### src/design/i2cm_pkg.sv
// Shared types, state encoding and constants for the I2C register access master.
// Used by i2cm_core and i2c_master_register_access; depends on nothing.
package i2cm_pkg;

    localparam int DELAY_BITS = 16;
    localparam int PHASE_W    = 16;
    localparam logic [PHASE_W-1:0] PHASE_RESET = 16'd160;

    localparam logic [1:0] KIND_TICK  = 2'd0;
    localparam logic [1:0] KIND_WRITE = 2'd1;
    localparam logic [1:0] KIND_READ  = 2'd2;

    localparam logic [1:0] ROLE_ADDR  = 2'd0;
    localparam logic [1:0] ROLE_REG   = 2'd1;
    localparam logic [1:0] ROLE_DATA  = 2'd2;
    localparam logic [1:0] ROLE_RADDR = 2'd3;

    localparam logic [2:0] ST_OK        = 3'd0;
    localparam logic [2:0] ST_SDA_LOW   = 3'd1;
    localparam logic [2:0] ST_SDA_HIGH  = 3'd2;
    localparam logic [2:0] ST_ADDR_NACK = 3'd3;
    localparam logic [2:0] ST_REG_NACK  = 3'd4;
    localparam logic [2:0] ST_DATA_NACK = 3'd5;

    typedef enum logic [4:0] {
        S_IDLE    = 5'd0,
        S_ST_SDAH = 5'd1,
        S_ST_SCLH = 5'd2,
        S_ST_SDAL = 5'd3,
        S_ST_SCLL = 5'd4,
        S_TX_LOW  = 5'd5,
        S_TX_DATA = 5'd6,
        S_TX_HIGH = 5'd7,
        S_ACK_LOW = 5'd8,
        S_ACK_REL = 5'd9,
        S_ACK_HIGH = 5'd10,
        S_RX_LOW  = 5'd11,
        S_RX_HIGH = 5'd12,
        S_MA_LOW  = 5'd13,
        S_MA_DATA = 5'd14,
        S_MA_HIGH = 5'd15,
        S_MA_END  = 5'd16,
        S_SP_SCLL = 5'd17,
        S_SP_SDAL = 5'd18,
        S_SP_SCLH = 5'd19,
        S_SP_SDAH = 5'd20
    } step_t;

    typedef struct packed {
        logic [1:0] kind;
        logic [6:0] dev_addr;
        logic [7:0] reg_addr;
        logic [7:0] length;
        logic [7:0] write_byte;
        logic       sda_in;
    } item_t;

    typedef struct packed {
        logic       scl_out;
        logic       sda_out;
        logic       byte_taken;
        logic [7:0] read_byte;
        logic       read_valid;
        logic       read_last;
        logic       busy_res;
        logic       done_res;
        logic [2:0] status;
    } res_t;

endpackage

### src/design/i2cm_core.sv
// Bus sequencer of the I2C register access master: state registers and one tick of logic.
// Depends on i2cm_pkg.
module i2cm_core
(
    input  logic                                 clk,
    input  logic                                 rst_n,
    input  logic                                 en,
    input  i2cm_pkg::item_t                      item,
    input  logic [i2cm_pkg::PHASE_W-1:0]         phase_ticks,
    output i2cm_pkg::res_t                       res
);
    import i2cm_pkg::*;

    step_t                 step_reg, step_next, target;
    logic [DELAY_BITS-1:0] phase_cnt_reg, phase_cnt_next;
    logic [3:0]            bit_cnt_reg, bit_cnt_next;
    logic [7:0]            shreg_reg, shreg_next;
    logic [7:0]            bytes_left_reg, bytes_left_next;
    logic [6:0]            saved_dev_reg, saved_dev_next;
    logic [7:0]            saved_reg_reg, saved_reg_next;
    logic                  read_dir_reg, read_dir_next;
    logic [1:0]            role_reg, role_next;
    logic [2:0]            pending_reg, pending_next;
    logic                  scl_q_reg, scl_q_next;
    logic                  sda_q_reg, sda_q_next;

    logic [PHASE_W-1:0]    limit;
    logic [32:0]           pc_inc;
    logic                  go;
    logic                  taken, rvalid, rlast, done;
    logic [7:0]            rbyte;
    logic [2:0]            code;

    assign limit  = (phase_ticks == '0) ? PHASE_W'(1) : phase_ticks;
    assign pc_inc = 33'(phase_cnt_reg) + 33'd1;

    always_comb
    begin
        step_next       = step_reg;
        phase_cnt_next  = phase_cnt_reg;
        bit_cnt_next    = bit_cnt_reg;
        shreg_next      = shreg_reg;
        bytes_left_next = bytes_left_reg;
        saved_dev_next  = saved_dev_reg;
        saved_reg_next  = saved_reg_reg;
        read_dir_next   = read_dir_reg;
        role_next       = role_reg;
        pending_next    = pending_reg;
        scl_q_next      = scl_q_reg;
        sda_q_next      = sda_q_reg;
        go              = 1'b0;
        target          = S_IDLE;
        taken           = 1'b0;
        rvalid          = 1'b0;
        rlast           = 1'b0;
        rbyte           = 8'd0;
        done            = 1'b0;
        code            = ST_OK;

        if (step_reg == S_IDLE)
        begin
            if (item.kind == KIND_WRITE || item.kind == KIND_READ)
            begin
                saved_dev_next  = item.dev_addr;
                saved_reg_next  = item.reg_addr;
                bytes_left_next = (item.length == 8'd0) ? 8'd1 : item.length;
                read_dir_next   = (item.kind == KIND_READ);
                role_next       = ROLE_ADDR;
                pending_next    = ST_OK;
                bit_cnt_next    = 4'd0;
                go              = 1'b1;
                target          = S_ST_SDAH;
            end
        end
        else if (pc_inc < 33'(limit) && phase_cnt_reg != '1)
        begin
            phase_cnt_next = phase_cnt_reg + DELAY_BITS'(1);
        end
        else
        begin
            go = 1'b1;
            case (step_reg)
                S_ST_SDAH: target = S_ST_SCLH;
                S_ST_SCLH:
                begin
                    if (!item.sda_in)
                    begin
                        code   = ST_SDA_LOW;
                        done   = 1'b1;
                        target = S_IDLE;
                    end
                    else
                        target = S_ST_SDAL;
                end
                S_ST_SDAL:
                begin
                    if (item.sda_in)
                    begin
                        code   = ST_SDA_HIGH;
                        done   = 1'b1;
                        target = S_IDLE;
                    end
                    else
                        target = S_ST_SCLL;
                end
                S_ST_SCLL:
                begin
                    shreg_next   = {saved_dev_reg, (role_reg == ROLE_RADDR)};
                    bit_cnt_next = 4'd0;
                    target       = S_TX_LOW;
                end
                S_TX_LOW:  target = S_TX_DATA;
                S_TX_DATA: target = S_TX_HIGH;
                S_TX_HIGH:
                begin
                    shreg_next   = {shreg_reg[6:0], 1'b0};
                    bit_cnt_next = bit_cnt_reg + 4'd1;
                    target       = (bit_cnt_next >= 4'd8) ? S_ACK_LOW : S_TX_LOW;
                end
                S_ACK_LOW: target = S_ACK_REL;
                S_ACK_REL: target = S_ACK_HIGH;
                S_ACK_HIGH:
                begin
                    scl_q_next   = 1'b0;
                    bit_cnt_next = 4'd0;
                    if (item.sda_in)
                    begin
                        pending_next = (role_reg == ROLE_REG)  ? ST_REG_NACK :
                                       (role_reg == ROLE_DATA) ? ST_DATA_NACK : ST_ADDR_NACK;
                        target       = S_SP_SCLL;
                    end
                    else
                    begin
                        case (role_reg)
                            ROLE_ADDR:
                            begin
                                role_next  = ROLE_REG;
                                shreg_next = saved_reg_reg;
                                target     = S_TX_LOW;
                            end
                            ROLE_REG:
                            begin
                                if (read_dir_reg)
                                begin
                                    role_next = ROLE_RADDR;
                                    target    = S_ST_SDAH;
                                end
                                else
                                begin
                                    role_next  = ROLE_DATA;
                                    shreg_next = item.write_byte;
                                    taken      = 1'b1;
                                    target     = S_TX_LOW;
                                end
                            end
                            ROLE_DATA:
                            begin
                                bytes_left_next = bytes_left_reg - 8'd1;
                                if (bytes_left_next == 8'd0)
                                begin
                                    pending_next = ST_OK;
                                    target       = S_SP_SCLL;
                                end
                                else
                                begin
                                    shreg_next = item.write_byte;
                                    taken      = 1'b1;
                                    target     = S_TX_LOW;
                                end
                            end
                            default:
                            begin
                                shreg_next = 8'd0;
                                target     = S_RX_LOW;
                            end
                        endcase
                    end
                end
                S_RX_LOW:  target = S_RX_HIGH;
                S_RX_HIGH:
                begin
                    shreg_next   = {shreg_reg[6:0], item.sda_in};
                    bit_cnt_next = bit_cnt_reg + 4'd1;
                    if (bit_cnt_next >= 4'd8)
                    begin
                        rvalid = 1'b1;
                        rbyte  = shreg_next;
                        rlast  = (bytes_left_reg == 8'd1);
                        target = S_MA_LOW;
                    end
                    else
                        target = S_RX_LOW;
                end
                S_MA_LOW:  target = S_MA_DATA;
                S_MA_DATA: target = S_MA_HIGH;
                S_MA_HIGH: target = S_MA_END;
                S_MA_END:
                begin
                    bytes_left_next = bytes_left_reg - 8'd1;
                    if (bytes_left_next == 8'd0)
                    begin
                        pending_next = ST_OK;
                        target       = S_SP_SCLL;
                    end
                    else
                    begin
                        bit_cnt_next = 4'd0;
                        shreg_next   = 8'd0;
                        target       = S_RX_LOW;
                    end
                end
                S_SP_SCLL: target = S_SP_SDAL;
                S_SP_SDAL: target = S_SP_SCLH;
                S_SP_SCLH: target = S_SP_SDAH;
                S_SP_SDAH:
                begin
                    code   = pending_reg;
                    done   = 1'b1;
                    target = S_IDLE;
                end
                default:   target = S_IDLE;
            endcase
        end

        // enter the next phase and set the line drives it calls for
        if (go)
        begin
            step_next      = target;
            phase_cnt_next = '0;
            case (target)
                S_ST_SDAH: sda_q_next = 1'b1;
                S_ST_SCLH: scl_q_next = 1'b1;
                S_ST_SDAL: sda_q_next = 1'b0;
                S_ST_SCLL: scl_q_next = 1'b0;
                S_TX_LOW:  scl_q_next = 1'b0;
                S_TX_DATA: sda_q_next = shreg_next[7];
                S_TX_HIGH: scl_q_next = 1'b1;
                S_ACK_LOW: scl_q_next = 1'b0;
                S_ACK_REL: sda_q_next = 1'b1;
                S_ACK_HIGH: scl_q_next = 1'b1;
                S_RX_LOW:
                begin
                    scl_q_next = 1'b0;
                    sda_q_next = 1'b1;
                end
                S_RX_HIGH: scl_q_next = 1'b1;
                S_MA_LOW:  scl_q_next = 1'b0;
                S_MA_DATA: sda_q_next = (bytes_left_next == 8'd1);
                S_MA_HIGH: scl_q_next = 1'b1;
                S_MA_END:  scl_q_next = 1'b0;
                S_SP_SCLL: scl_q_next = 1'b0;
                S_SP_SDAL: sda_q_next = 1'b0;
                S_SP_SCLH: scl_q_next = 1'b1;
                S_SP_SDAH: sda_q_next = 1'b1;
                default:
                begin
                    scl_q_next = 1'b1;
                    sda_q_next = 1'b1;
                end
            endcase
        end
    end

    always_ff @(posedge clk or negedge rst_n)
    begin
        if (!rst_n)
        begin
            step_reg       <= S_IDLE;
            phase_cnt_reg  <= '0;
            bit_cnt_reg    <= 4'd0;
            shreg_reg      <= 8'd0;
            bytes_left_reg <= 8'd0;
            saved_dev_reg  <= 7'd0;
            saved_reg_reg  <= 8'd0;
            read_dir_reg   <= 1'b0;
            role_reg       <= ROLE_ADDR;
            pending_reg    <= ST_OK;
            scl_q_reg      <= 1'b1;
            sda_q_reg      <= 1'b1;
        end
        else if (en)
        begin
            step_reg       <= step_next;
            phase_cnt_reg  <= phase_cnt_next;
            bit_cnt_reg    <= bit_cnt_next;
            shreg_reg      <= shreg_next;
            bytes_left_reg <= bytes_left_next;
            saved_dev_reg  <= saved_dev_next;
            saved_reg_reg  <= saved_reg_next;
            read_dir_reg   <= read_dir_next;
            role_reg       <= role_next;
            pending_reg    <= pending_next;
            scl_q_reg      <= scl_q_next;
            sda_q_reg      <= sda_q_next;
        end
    end

    assign res.scl_out    = scl_q_reg;
    assign res.sda_out    = sda_q_reg;
    assign res.byte_taken = taken;
    assign res.read_byte  = rbyte;
    assign res.read_valid = rvalid;
    assign res.read_last  = rlast;
    assign res.busy_res   = (step_next != S_IDLE);
    assign res.done_res   = done;
    assign res.status     = code;

endmodule

### src/design/i2c_master_register_access.sv
// Top level of the I2C register access master: input register, sequencer, result register.
// Depends on i2cm_pkg and i2cm_core.
//
// Each input word is one tick of the bus timing. A tick of kind 1 or 2 seen while idle
// starts a burst write or read to dev_addr at reg_addr for length bytes; every SCL/SDA
// phase lasts phase_ticks ticks (reset 160), set through cfg_we/cfg_wdata; the user must
// write it only while idle, the block does not enforce that. Every input word yields exactly
// one result word with the line drives for that tick, write-byte and read-byte strobes,
// busy, and done with status when a transfer ends. m_tlast marks the last received byte
// of a read burst. An accepted word waits in the input register and is handled by the
// sequencer as it is written into the result register that drives m_*.
// One word per cycle is taken and delivered while the receiver does not stall;
// the rate is set by the single tick of the sequencer between the input register and
// the result register. When the receiver stalls, the result register and then the input
// register hold their words and s_tready falls; nothing is dropped.
// Reset empties both registers, returns the sequencer to idle with both lines released
// and loads phase_ticks with 160.
module i2c_master_register_access
(
    input  logic        clk,
    input  logic        rst_n,
    input  logic        cfg_we,
    input  logic [15:0] cfg_wdata,     // phase_ticks
    input  logic        s_tvalid,
    output logic        s_tready,
    input  logic [31:0] s_tdata,       // dev_addr, reg_addr, length, write_byte, sda_in
    input  logic [1:0]  s_tuser,       // kind
    output logic        m_tvalid,
    input  logic        m_tready,
    output logic [23:0] m_tdata,       // scl_out, sda_out, byte_taken, read_byte,
                                       // read_valid, busy_res, done_res, status, zero pad
    output logic        m_tlast        // read_last
);
    import i2cm_pkg::*;

    logic [PHASE_W-1:0] phase_ticks_reg;
    logic               in_vld_reg;
    logic [31:0]        in_data_reg;
    logic [1:0]         in_kind_reg;
    logic               out_vld_reg;
    res_t               out_res_reg;
    logic               advance;
    item_t              item;
    res_t               res;

    assign advance  = in_vld_reg && (!out_vld_reg || m_tready);
    assign s_tready = !in_vld_reg || advance;

    assign item.kind       = in_kind_reg;
    assign item.dev_addr   = in_data_reg[6:0];
    assign item.reg_addr   = in_data_reg[14:7];
    assign item.length     = in_data_reg[22:15];
    assign item.write_byte = in_data_reg[30:23];
    assign item.sda_in     = in_data_reg[31];

    always_ff @(posedge clk or negedge rst_n)
    begin
        if (!rst_n)
            phase_ticks_reg <= PHASE_RESET;
        else if (cfg_we)
            phase_ticks_reg <= cfg_wdata;
    end

    always_ff @(posedge clk or negedge rst_n)
    begin
        if (!rst_n)
            in_vld_reg <= 1'b0;
        else if (s_tready)
            in_vld_reg <= s_tvalid;
    end

    always_ff @(posedge clk)
    begin
        if (s_tvalid && s_tready)
        begin
            in_data_reg <= s_tdata;
            in_kind_reg <= s_tuser;
        end
    end

    i2cm_core u_core
    (
        .clk         (clk),
        .rst_n       (rst_n),
        .en          (advance),
        .item        (item),
        .phase_ticks (phase_ticks_reg),
        .res         (res)
    );

    always_ff @(posedge clk or negedge rst_n)
    begin
        if (!rst_n)
            out_vld_reg <= 1'b0;
        else if (advance)
            out_vld_reg <= 1'b1;
        else if (m_tready)
            out_vld_reg <= 1'b0;
    end

    always_ff @(posedge clk)
    begin
        if (advance)
            out_res_reg <= res;
    end

    assign m_tvalid = out_vld_reg;
    assign m_tlast  = out_res_reg.read_last;
    assign m_tdata  = {7'd0, out_res_reg.status, out_res_reg.done_res, out_res_reg.busy_res,
                       out_res_reg.read_valid, out_res_reg.read_byte,
                       out_res_reg.byte_taken, out_res_reg.sda_out, out_res_reg.scl_out};

`ifndef SYNTHESIS
    a_empty_ready: assert property (@(posedge clk) disable iff (!rst_n)
        !in_vld_reg |-> s_tready)
        else $error("input register empty but not ready");

    a_hold_result: assert property (@(posedge clk) disable iff (!rst_n)
        out_vld_reg && !m_tready |=> out_vld_reg && $stable(out_res_reg))
        else $error("stalled result word lost or changed");

    a_done_idle: assert property (@(posedge clk) disable iff (!rst_n)
        m_tvalid && m_tdata[13] |-> !m_tdata[12])
        else $error("done reported while still busy");

    a_last_valid: assert property (@(posedge clk) disable iff (!rst_n)
        m_tvalid && m_tlast |-> m_tdata[11] && !m_tdata[2])
        else $error("last flag without a received byte");
`endif

endmodule

### config.mk
export PLATFORM = sky130hd
export DESIGN_NAME = i2c_master_register_access
export DESIGN_NICKNAME = d
export VERILOG_FILES = /design/src/design/i2cm_pkg.sv /design/src/design/i2cm_core.sv /design/src/design/i2c_master_register_access.sv
export SDC_FILE = /design/constraint.sdc
export NUM_CORES = 1
export LEC_CHECK = 0
export BUFFER_PORTS_ARGS = -buffer_cell sky130_fd_sc_hd__buf_2
export CAP_MARGIN = 25
export CORE_UTILIZATION = 64
export DETAILED_ROUTE_END_ITERATION = 10
export GPL_TIMING_DRIVEN = 0
export PLACE_DENSITY = 0.84
export SLEW_MARGIN = 0
export SYNTH_ARGS = -nofsm -noshare
export SYNTH_HDL_FRONTEND = slang
export SYNTH_SLANG_ARGS = --single-unit
### constraint.sdc
create_clock -name clk -period 8.7 [get_ports clk]
set_input_delay 0.435 -clock clk [delete_from_list [all_inputs] [get_ports clk]]
set_output_delay 0.435 -clock clk [all_outputs]
set_load 0.1 [all_outputs]
==> results summary, run 1 <==
The critical path arrival is 5260 ps. The final-report hold violation count is 0. Leaving out fill and tap cells, the most frequent cell in the layout is nand2_1. The tree is rooted in a clkbuf_8.

The maximum vdd ir drop came out at 0.000221 V. The post-route core utilization came out at 77.6%. The ratio of routed vias to standard cells is 6.40.

The source-to-sink clock delay at the later pin of the worst-skew pair came out at 530 ps. Buffers placed on the I/O ports in this run total 74. The total inserted antenna cells is 0.

The switching share of total power came out at 33.7%. The number of cell rows is 38. The worst setup margin is 3820 ps. Setup repair after global routing left no endpoint under its margin.

Entering global routing, the biggest net connects 52 pins. The number of antenna violations at the first check in global routing came out at 0. The number of buffers between clock root and the deepest sink came out at 2. In this run the cell area of the synthesized design comes to 7210 µm².

The die covers 11,700 µm². The worst pin sits at a relative slew slack of 32.6%. The most used routing layer is met2. The post-detailed-route DRC marker count came out at 0.

In the synthesized netlist, the number of instances is 709. The average wire per cell in the routed design came out at 19.5 µm. After synthesis, the cell types taking the most area are dfrtp_1 27%, edfxtp_1 22%, nand2_1 5.3%.

The met2 usage is 55.0%. After the last flow step, the layout net total stands at 892. The weighted congestion reported at the end of routability-driven placement is 0.927. TritonCTS created 17 clock buffers.

The clock skew after layout is 18.5 ps. The flow ran to the end, and the final reports show no timing, DRC or antenna violations. The number of nets with antenna violations after detailed routing is 0. The cell type with the highest aggregate area in the netlist is dfrtp_1. The average size of a mapped cell came out at 10.2 µm².

The slew of the pin with the lowest slew margin is 1000 ps. Combinational cells account for 25.5% of the total power. Yosys mapped the design onto 78 distinct sky130hd cell types. Counting flops with a built-in enable in the synthesized netlist gives 52. The number of storage elements in the synthesis netlist came out at 134. The first-pass iteration count of the detailed router came out at 7.

The nature of the critical path startpoint is a flop. The detailed router finished its first iteration with 698 violations. The starting density of the core came out at 66.3%.

The post-route fraction of the period consumed by the critical path is 56.1%. The worst setup path is captured at a flop. The first global-routing pass estimated 29,400 µm of wire.

The clock transition time at the flip-flop clock pins of the worst setup and hold paths came out at 60 ps. The share of async-settable or async-resettable flops after synthesis is 61.2%. For this design the top-level I/O count stands at 82.

The maximum clock frequency came out at 205 MHz. The clock tree synthesis step divided the H-tree into 4 levels. The tool flagged a number of max-cap violations equal to 0. Adding up every negative setup slack in the final design gives 0 ps. In this run the horizontal extent of the chip is 108 µm. The register with the most flip-flops in the layout has 32 of them.

The share of the yosys chip area belonging to registers is 50.2%. The overall overflow remaining after global route is 0. TritonCTS built the clock tree. In this run the worst hold path is classified as in -> reg.

The library cells used most frequently in the layout, excluding fill and tap cells, are 101 x nand2_1, 83 x buf_2, 78 x dfrtp_1. The clock period minus final worst setup slack came out at 4880 ps. The power dissipated by switching net loads is 0.700 mW. The leakage power is 3.59 nW. The via count of the first global-routing pass is 5,887. Detailed placement ended at an HPWL of 13,300 µm. For this block, the via count after detailed routing is 6,169. The share of final-layout standard cells stronger than drive strength 1 came out at 20.9%. The floorplan step set the die height to 108 µm. The peak fanout along the critical path is 10.

Global routing used 33.5% of the available tracks. The global routing usage on met1 came out at 41.0%. The yosys synthesis warning count came out at 0. The sum of routed wire length over all layers is 18,800 µm.

The met3 routing resource usage after global routing is 7.90%. The number of endpoints failing setup at the final stage came out at 0. The required time of the worst setup path is 9080 ps. Clock tree synthesis found a total of 134 sinks. The count of pins over their slew limit is 0. The worst setup timing slack at the placement stage is 4060 ps. The dominant register cell in the synthesized netlist is dfrtp_1.

Once the clock tree was built, the setup fixing pass inserted 0 buffers. The area share of the largest cell type after synthesis came out at 27.1%. The fraction of power consumed by sequential logic is 39.4%. The power density of the placed cells is 246 nW/µm². The part of the power in the clock network came out at 35.1%. The area overhead of the layout relative to synthesis is 17.0%. The internal power summed over all cells is 1.38 mW.

The standard cell core area came out at 10,900 µm². The category of the most critical setup path is reg -> reg.
-- path summary, 6_finish.rpt --
check	from	to	slack, ps	cells past startpoint
hold reg to reg	in_data_reg[4]	u_core.saved_dev_reg[4]	480	1
min in group asynchronous	rst_n	u_core.bytes_left_reg[2]	430	2
hold / removal	s_tdata[27]	in_data_reg[27]	80	1
setup reg to reg	u_core.phase_cnt_reg[2]	u_core.shreg_reg[2]	3820	18
setup / recovery	u_core.phase_cnt_reg[2]	u_core.shreg_reg[2]	3820	18
max in group asynchronous	rst_n	phase_ticks_reg[5]	7610	3
-- power groups by stage --
| stage | logic [mW] | registers (mW) | clock network [mW] |
|---|---|---|---|
| 2_1_floorplan | 0.346 | 0.844 | 0 |
| 3_3_place_gp | 0.497 | 0.820 | 0 |
| 3_5_place_dp | 0.516 | 0.827 | 0 |
| 4_1_cts | 0.521 | 0.816 | 0.736 |
| 5_1_grt | 0.577 | 0.829 | 0.761 |
| 6_report | 0.531 | 0.819 | 0.729 |
-- final cells by class --
type | instances | area (µm²)
clock buffer | 17 | 414
inverter | 32 | 120
tap | 140 | 175
clock inverter | 15 | 191
buffer | 39 | 201
fill | 721 | 2440
multi-input combinational | 510 | 3300
sequential | 134 | 3620
timing repair buffer | 77 | 425
-- worst max-delay path, cell delays in order, from the launching register on --
cell and delay (ps):
dfrtp_1 490, and4_1 310, and2_1 260, nand2_1 90, nor2_1 340, nand3_1 210, nor2_1 160, xor2_1 290
ha_1 210, nand3_1 110, or3_1 440, o21bai_1 220, o211ai_2 180, nand2_1 350, nor2_1 370, o211ai_1 250
clkbuf_1 260, nand2_1 100, o21ai_0 100
-- Yosys cell counts (11+ instances only) --
cell type,instances
a21oi_1,18
dfrtp_1,78
nand3_1,24
inv_1,31
and2_1,14
nor2_1,34
edfxtp_1,52
mux2_2,21
xnor2_1,13
clkbuf_1,18
nand2_1,101
nor3_1,11
o21ai_0,64
ha_1,26
-- cell families (layout without fill, tap and decap cells) --
group	after synthesis	in the layout	share of synthesized area, %
compound gates	185	185	17.6
buf+inv	71	180	4.44
simple gates	249	249	17.2
fa+ha+maj	26	26	4.51
xor+xnor	21	21	2.55
flops	134	134	50.2
mux	22	22	3.42
other cells	1	7	0.0520
-- metal layers --
layer | wire length (µm) | share of wire [%]
met2 | 9320 | 49
met5 | 0 | 0
met4 | 719 | 3.8
met1 | 7310 | 39
met3 | 1480 | 7.9
-- what timing repair did --
item / 4_1_cts / 5_1_grt
hold endpoints to repair: 29 / 0
resized for setup: 0 / 0
hold buffers: 1 / 0
-- stage by stage --
stage               power [mW]  cell area, µm²  std cells  hold WS (ps)
finish                    2.08            8440        964          81.2
floorplan                 1.19            7240        715           139
CTS                       2.07            8440        964          55.1
global route              2.17            8440        964          60.1
global placement          1.32            7780        929           458
detailed placement        1.34            7830        931           413
No activity file was read; power rests on OpenSTA's default activity.
==> run 2: changes to the inputs <==
CORE_UTILIZATION = 59   (was 64)
PLACE_DENSITY = 0.78   (was 0.84)
clock period = 4.6 ns   (was 8.7 ns; I/O delays follow)
==> run 2 against run 1 <==
Hold slack worse by 66 ps. Die area is 8.3% higher. Global-route usage is 0.49 points lower. Cell count is 4.5% higher. Sequential power is 90% higher. Clock power is 78% higher. Sequential share of layout area is 1.8 points lower. Critical path depth is 1 lower. Maximum frequency is 12% higher. Sequential cell count stayed put. Non-clock buffer count is 36 higher. Critical path type unchanged. Largest cell class unchanged. Largest power group unchanged.
==> results summary, run 2 (synthesized netlist as in run 1, its figures left out) <==
Status: completed (unchanged). The slew of the pin with the lowest slew margin was 890 ps (was 1000 ps). The power dissipated by switching net loads came to 1.42 mW (was 0.700 mW). The ratio of routed vias to standard cells came out at 6.25 (was 6.40). The maximum vdd ir drop was 0.000346 V (was 0.000221 V).

The post-detailed-route DRC marker count came out at 0 (unchanged). The pin count of the biggest net entering global routing came to 44 (was 52). The met2 routed wirelength was 9280 µm (was 9320 µm). The worst max-slew margin expressed relative to the limit is 40.1% (was 32.6%). The number of input and output port buffers inserted came out at 74 (unchanged). The violation count after the first detailed-route iteration is 646 (was 698). The clock root buffer is clkbuf_16 (was clkbuf_8). The most frequent standard cell in the layout excluding fill and tap cells is nand2_1 (unchanged). The number of cell rows came out at 40 (was 38). The number of placed I/O pins is 82 (unchanged). The fill cell instance count of the final layout is 830 (was 721). The critical path arrival came out at 4740 ps (was 5260 ps).

The top layer reached by signal wires is met5 (was met4). The count of pins over their slew limit came to 0 (unchanged). The number of buffers between clock root and the deepest sink was 2 (unchanged). The first-pass GRT wire length is 31,700 µm (was 29,400 µm). The horizontal extent of the die came to 113 µm (was 108 µm). The part of the power in combinational logic was 27.4% (was 25.5%). The clock sink count came out at 134 (unchanged). The count of maximum capacitance violations is 0 (unchanged). The nature of the critical path startpoint is a flop (unchanged). The sort of element at the end of the critical path is a flop (unchanged). The number of instances in the placed design is 939 (was 931). The sum of routed wire length over all layers is 19,900 µm (was 18,800 µm).

The leakage power was 3.74 nW (was 3.59 nW). The overall overflow remaining after global route was 0 (unchanged). The part of the power in the clock network is 33.0% (was 35.1%).

The first-pass iteration count of the detailed router came out at 5 (was 7). The post-route total power came to 3.93 mW (was 2.08 mW). The average wire per cell in the routed design came out at 19.7 µm (was 19.5 µm). The number of antenna violations at the first check in global routing came out at 1 (was 0). The power density of the placed cells is 446 nW/µm² (was 246 nW/µm²). The weighted congestion reported at the end of routability-driven placement is 0.917 (was 0.927). The maximum clock frequency is 229 MHz (was 205 MHz). The area used by sequential logic in the layout came out at 3620 µm² (about the same).

The standard cell core area came out at 12,000 µm² (was 10,900 µm²). Commonest non-fill, non-tap cells in the layout: 100 x nand2_1, 83 x buf_2, 77 x dfrtp_1 (was 101 x nand2_1, 83 x buf_2, 78 x dfrtp_1). The final layout net count came to 928 (was 892). The final cell count without fillers came to 1,007 (was 964). The via count of the first global-routing pass is 6,093 (was 5,887). The switching share of total power came to 36.1% (was 33.7%).

The half-perimeter wire length after detailed placement is 13,000 µm (was 13,300 µm). The fraction of power consumed by sequential logic was 39.6% (was 39.4%). The multi-input logic area came to 3350 µm² (was 3300 µm²).

The die height is 113 µm (was 108 µm). The count of H-tree levels built during CTS came out at 4 (unchanged). The total via count after detailed routing came out at 6,290 (was 6,169).

The clock transition time at the flip-flop clock pins of the worst setup and hold paths came out at 70 ps (was 60 ps). The source-to-sink clock delay at the later pin of the worst-skew pair came out at 430 ps (was 530 ps). The clock period minus final worst setup slack came out at 4370 ps (was 4880 ps). The required time of the worst setup path is 4970 ps (was 9080 ps). The number of CTS-inserted buffers came to 17 (unchanged). The number of flip-flops under the largest register name came out at 32 (unchanged). The clock skew after layout came out at 9.64 ps (was 18.5 ps).

The post-route fraction of the period consumed by the critical path was 95.1% (was 56.1%). The final instance area is 8820 µm² (was 8440 µm²). The die area is 12,700 µm² (was 11,700 µm²). The met3 layer wire length in the routed design was 1560 µm (was 1480 µm). The clock tree from TritonCTS is built (unchanged). The total inserted antenna cells is 0 (unchanged). The share of final-layout standard cells stronger than drive strength 1 came to 21.4% (was 20.9%). The kind of path behind the tightest hold check is in -> reg (unchanged). The overall fraction of global-route tracks in use came out at 33.0% (was 33.5%).

The final-report hold violation count came to 0 (unchanged). The instance area at placement is 7850 µm² (was 7830 µm²). The number of nets with antenna violations after detailed routing is 0 (unchanged). The area overhead of the layout relative to synthesis is 22.3% (was 17.0%).

The number of endpoints failing setup at the final stage is 0 (unchanged). The category of the most critical setup path was reg -> reg (unchanged). The met1 layer wirelength in the final routing came to 8510 µm (was 7310 µm). The internal power summed over all cells came out at 2.51 mW (was 1.38 mW).

The starting density of the core came out at 60.3% (was 66.3%). The peak fanout along the critical path is 6 (was 10).
-- run 2: cell types whose count changed in the layout (fill, tap and decap cells not counted), moves of 2 or more --
cell / delta
buf_4: +2
clkinvlp_4: -2
inv_6: +2
dlygate4sd3_1: +34
bufinv_16: -3
nor2_1: -2
nor2_4: +2
-- run 2: power by group through the flow --
stage / Combinational [mW] / Sequential (mW) / Clock [mW]
2_1_floorplan: 0.654 / 1.60 / 0
3_5_place_dp: 0.985 / 1.56 / 0
6_report: 1.08 / 1.56 / 1.30
4_1_cts: 1.02 / 1.54 / 1.30
5_1_grt: 1.16 / 1.57 / 1.36
3_3_place_gp: 0.953 / 1.56 / 0
-- run 2: final timing paths --
| check | start | to | depth (start not counted) | slack, ps |
|---|---|---|---|---|
| max in group asynchronous | rst_n | u_core.sda_q_reg | 3 | 3590 |
| min | cfg_wdata[2] | phase_ticks_reg[2] | 3 | 20 |
| min reg2reg | in_data_reg[4] | u_core.saved_dev_reg[4] | 1 | 480 |
| min in group asynchronous | rst_n | phase_ticks_reg[2] | 2 | 330 |
| max reg2reg | u_core.phase_cnt_reg[3] | u_core.sda_q_reg | 17 | 230 |
| max | u_core.phase_cnt_reg[3] | u_core.sda_q_reg | 17 | 230 |
-- run 2: routing by layer --
metal | up-vias | global-route usage [%]
met4 | 2 | 13.9
li1 | 2882 | -
met3 | 43 | 8.05
met2 | 343 | 51.4
met1 | 3020 | 44.5
met5 | - | 0
-- run 2: layout make-up --
class,count,area share (%)
sequential,134,41.0
multi-input combinational,510,38.0
tap,147,2.08
buffer,39,2.31
clock buffer,17,4.82
clock inverter,15,1.55
inverter,32,1.36
timing repair buffer,113,8.88
-- run 2: worst max-delay path, cell delays in order, from the launching register on --
cell	delay [ps]
dfrtp_1	420
and4_2	300
and2_1	210
nand2_1	120
nor2_4	190
nand3_1	190
nor2_1	170
xor2_1	230
ha_1	190
nand3_1	110
or3_1	440
o21bai_1	210
o211ai_2	190
a21oi_2	140
a222oi_1	460
nand4_1	200
nor4_2	360
o22a_1	180
-- run 2: repair_timing --
item                                    CTS  global route
hold buffers                             35             0
endpoints found under the setup margin    8            44
hold endpoints to repair                 71             0
gates resized for setup                   3            12
pin swaps                                 0             2
setup buffers                             0             1
-- run 2: metrics by stage --
stage	worst slack (ps)	setup TNS (ps)	utilization, %	hold WS [ps]
2_1_floorplan	771	0	-	-65.6
3_3_place_gp	90.7	0	65.1	406
3_5_place_dp	-83.2	-458	65.6	246
4_1_cts	4.88	0	73.3	2.29
5_1_grt	-54.5	-54.5	73.8	17.9
6_report	226	0	73.8	15.3
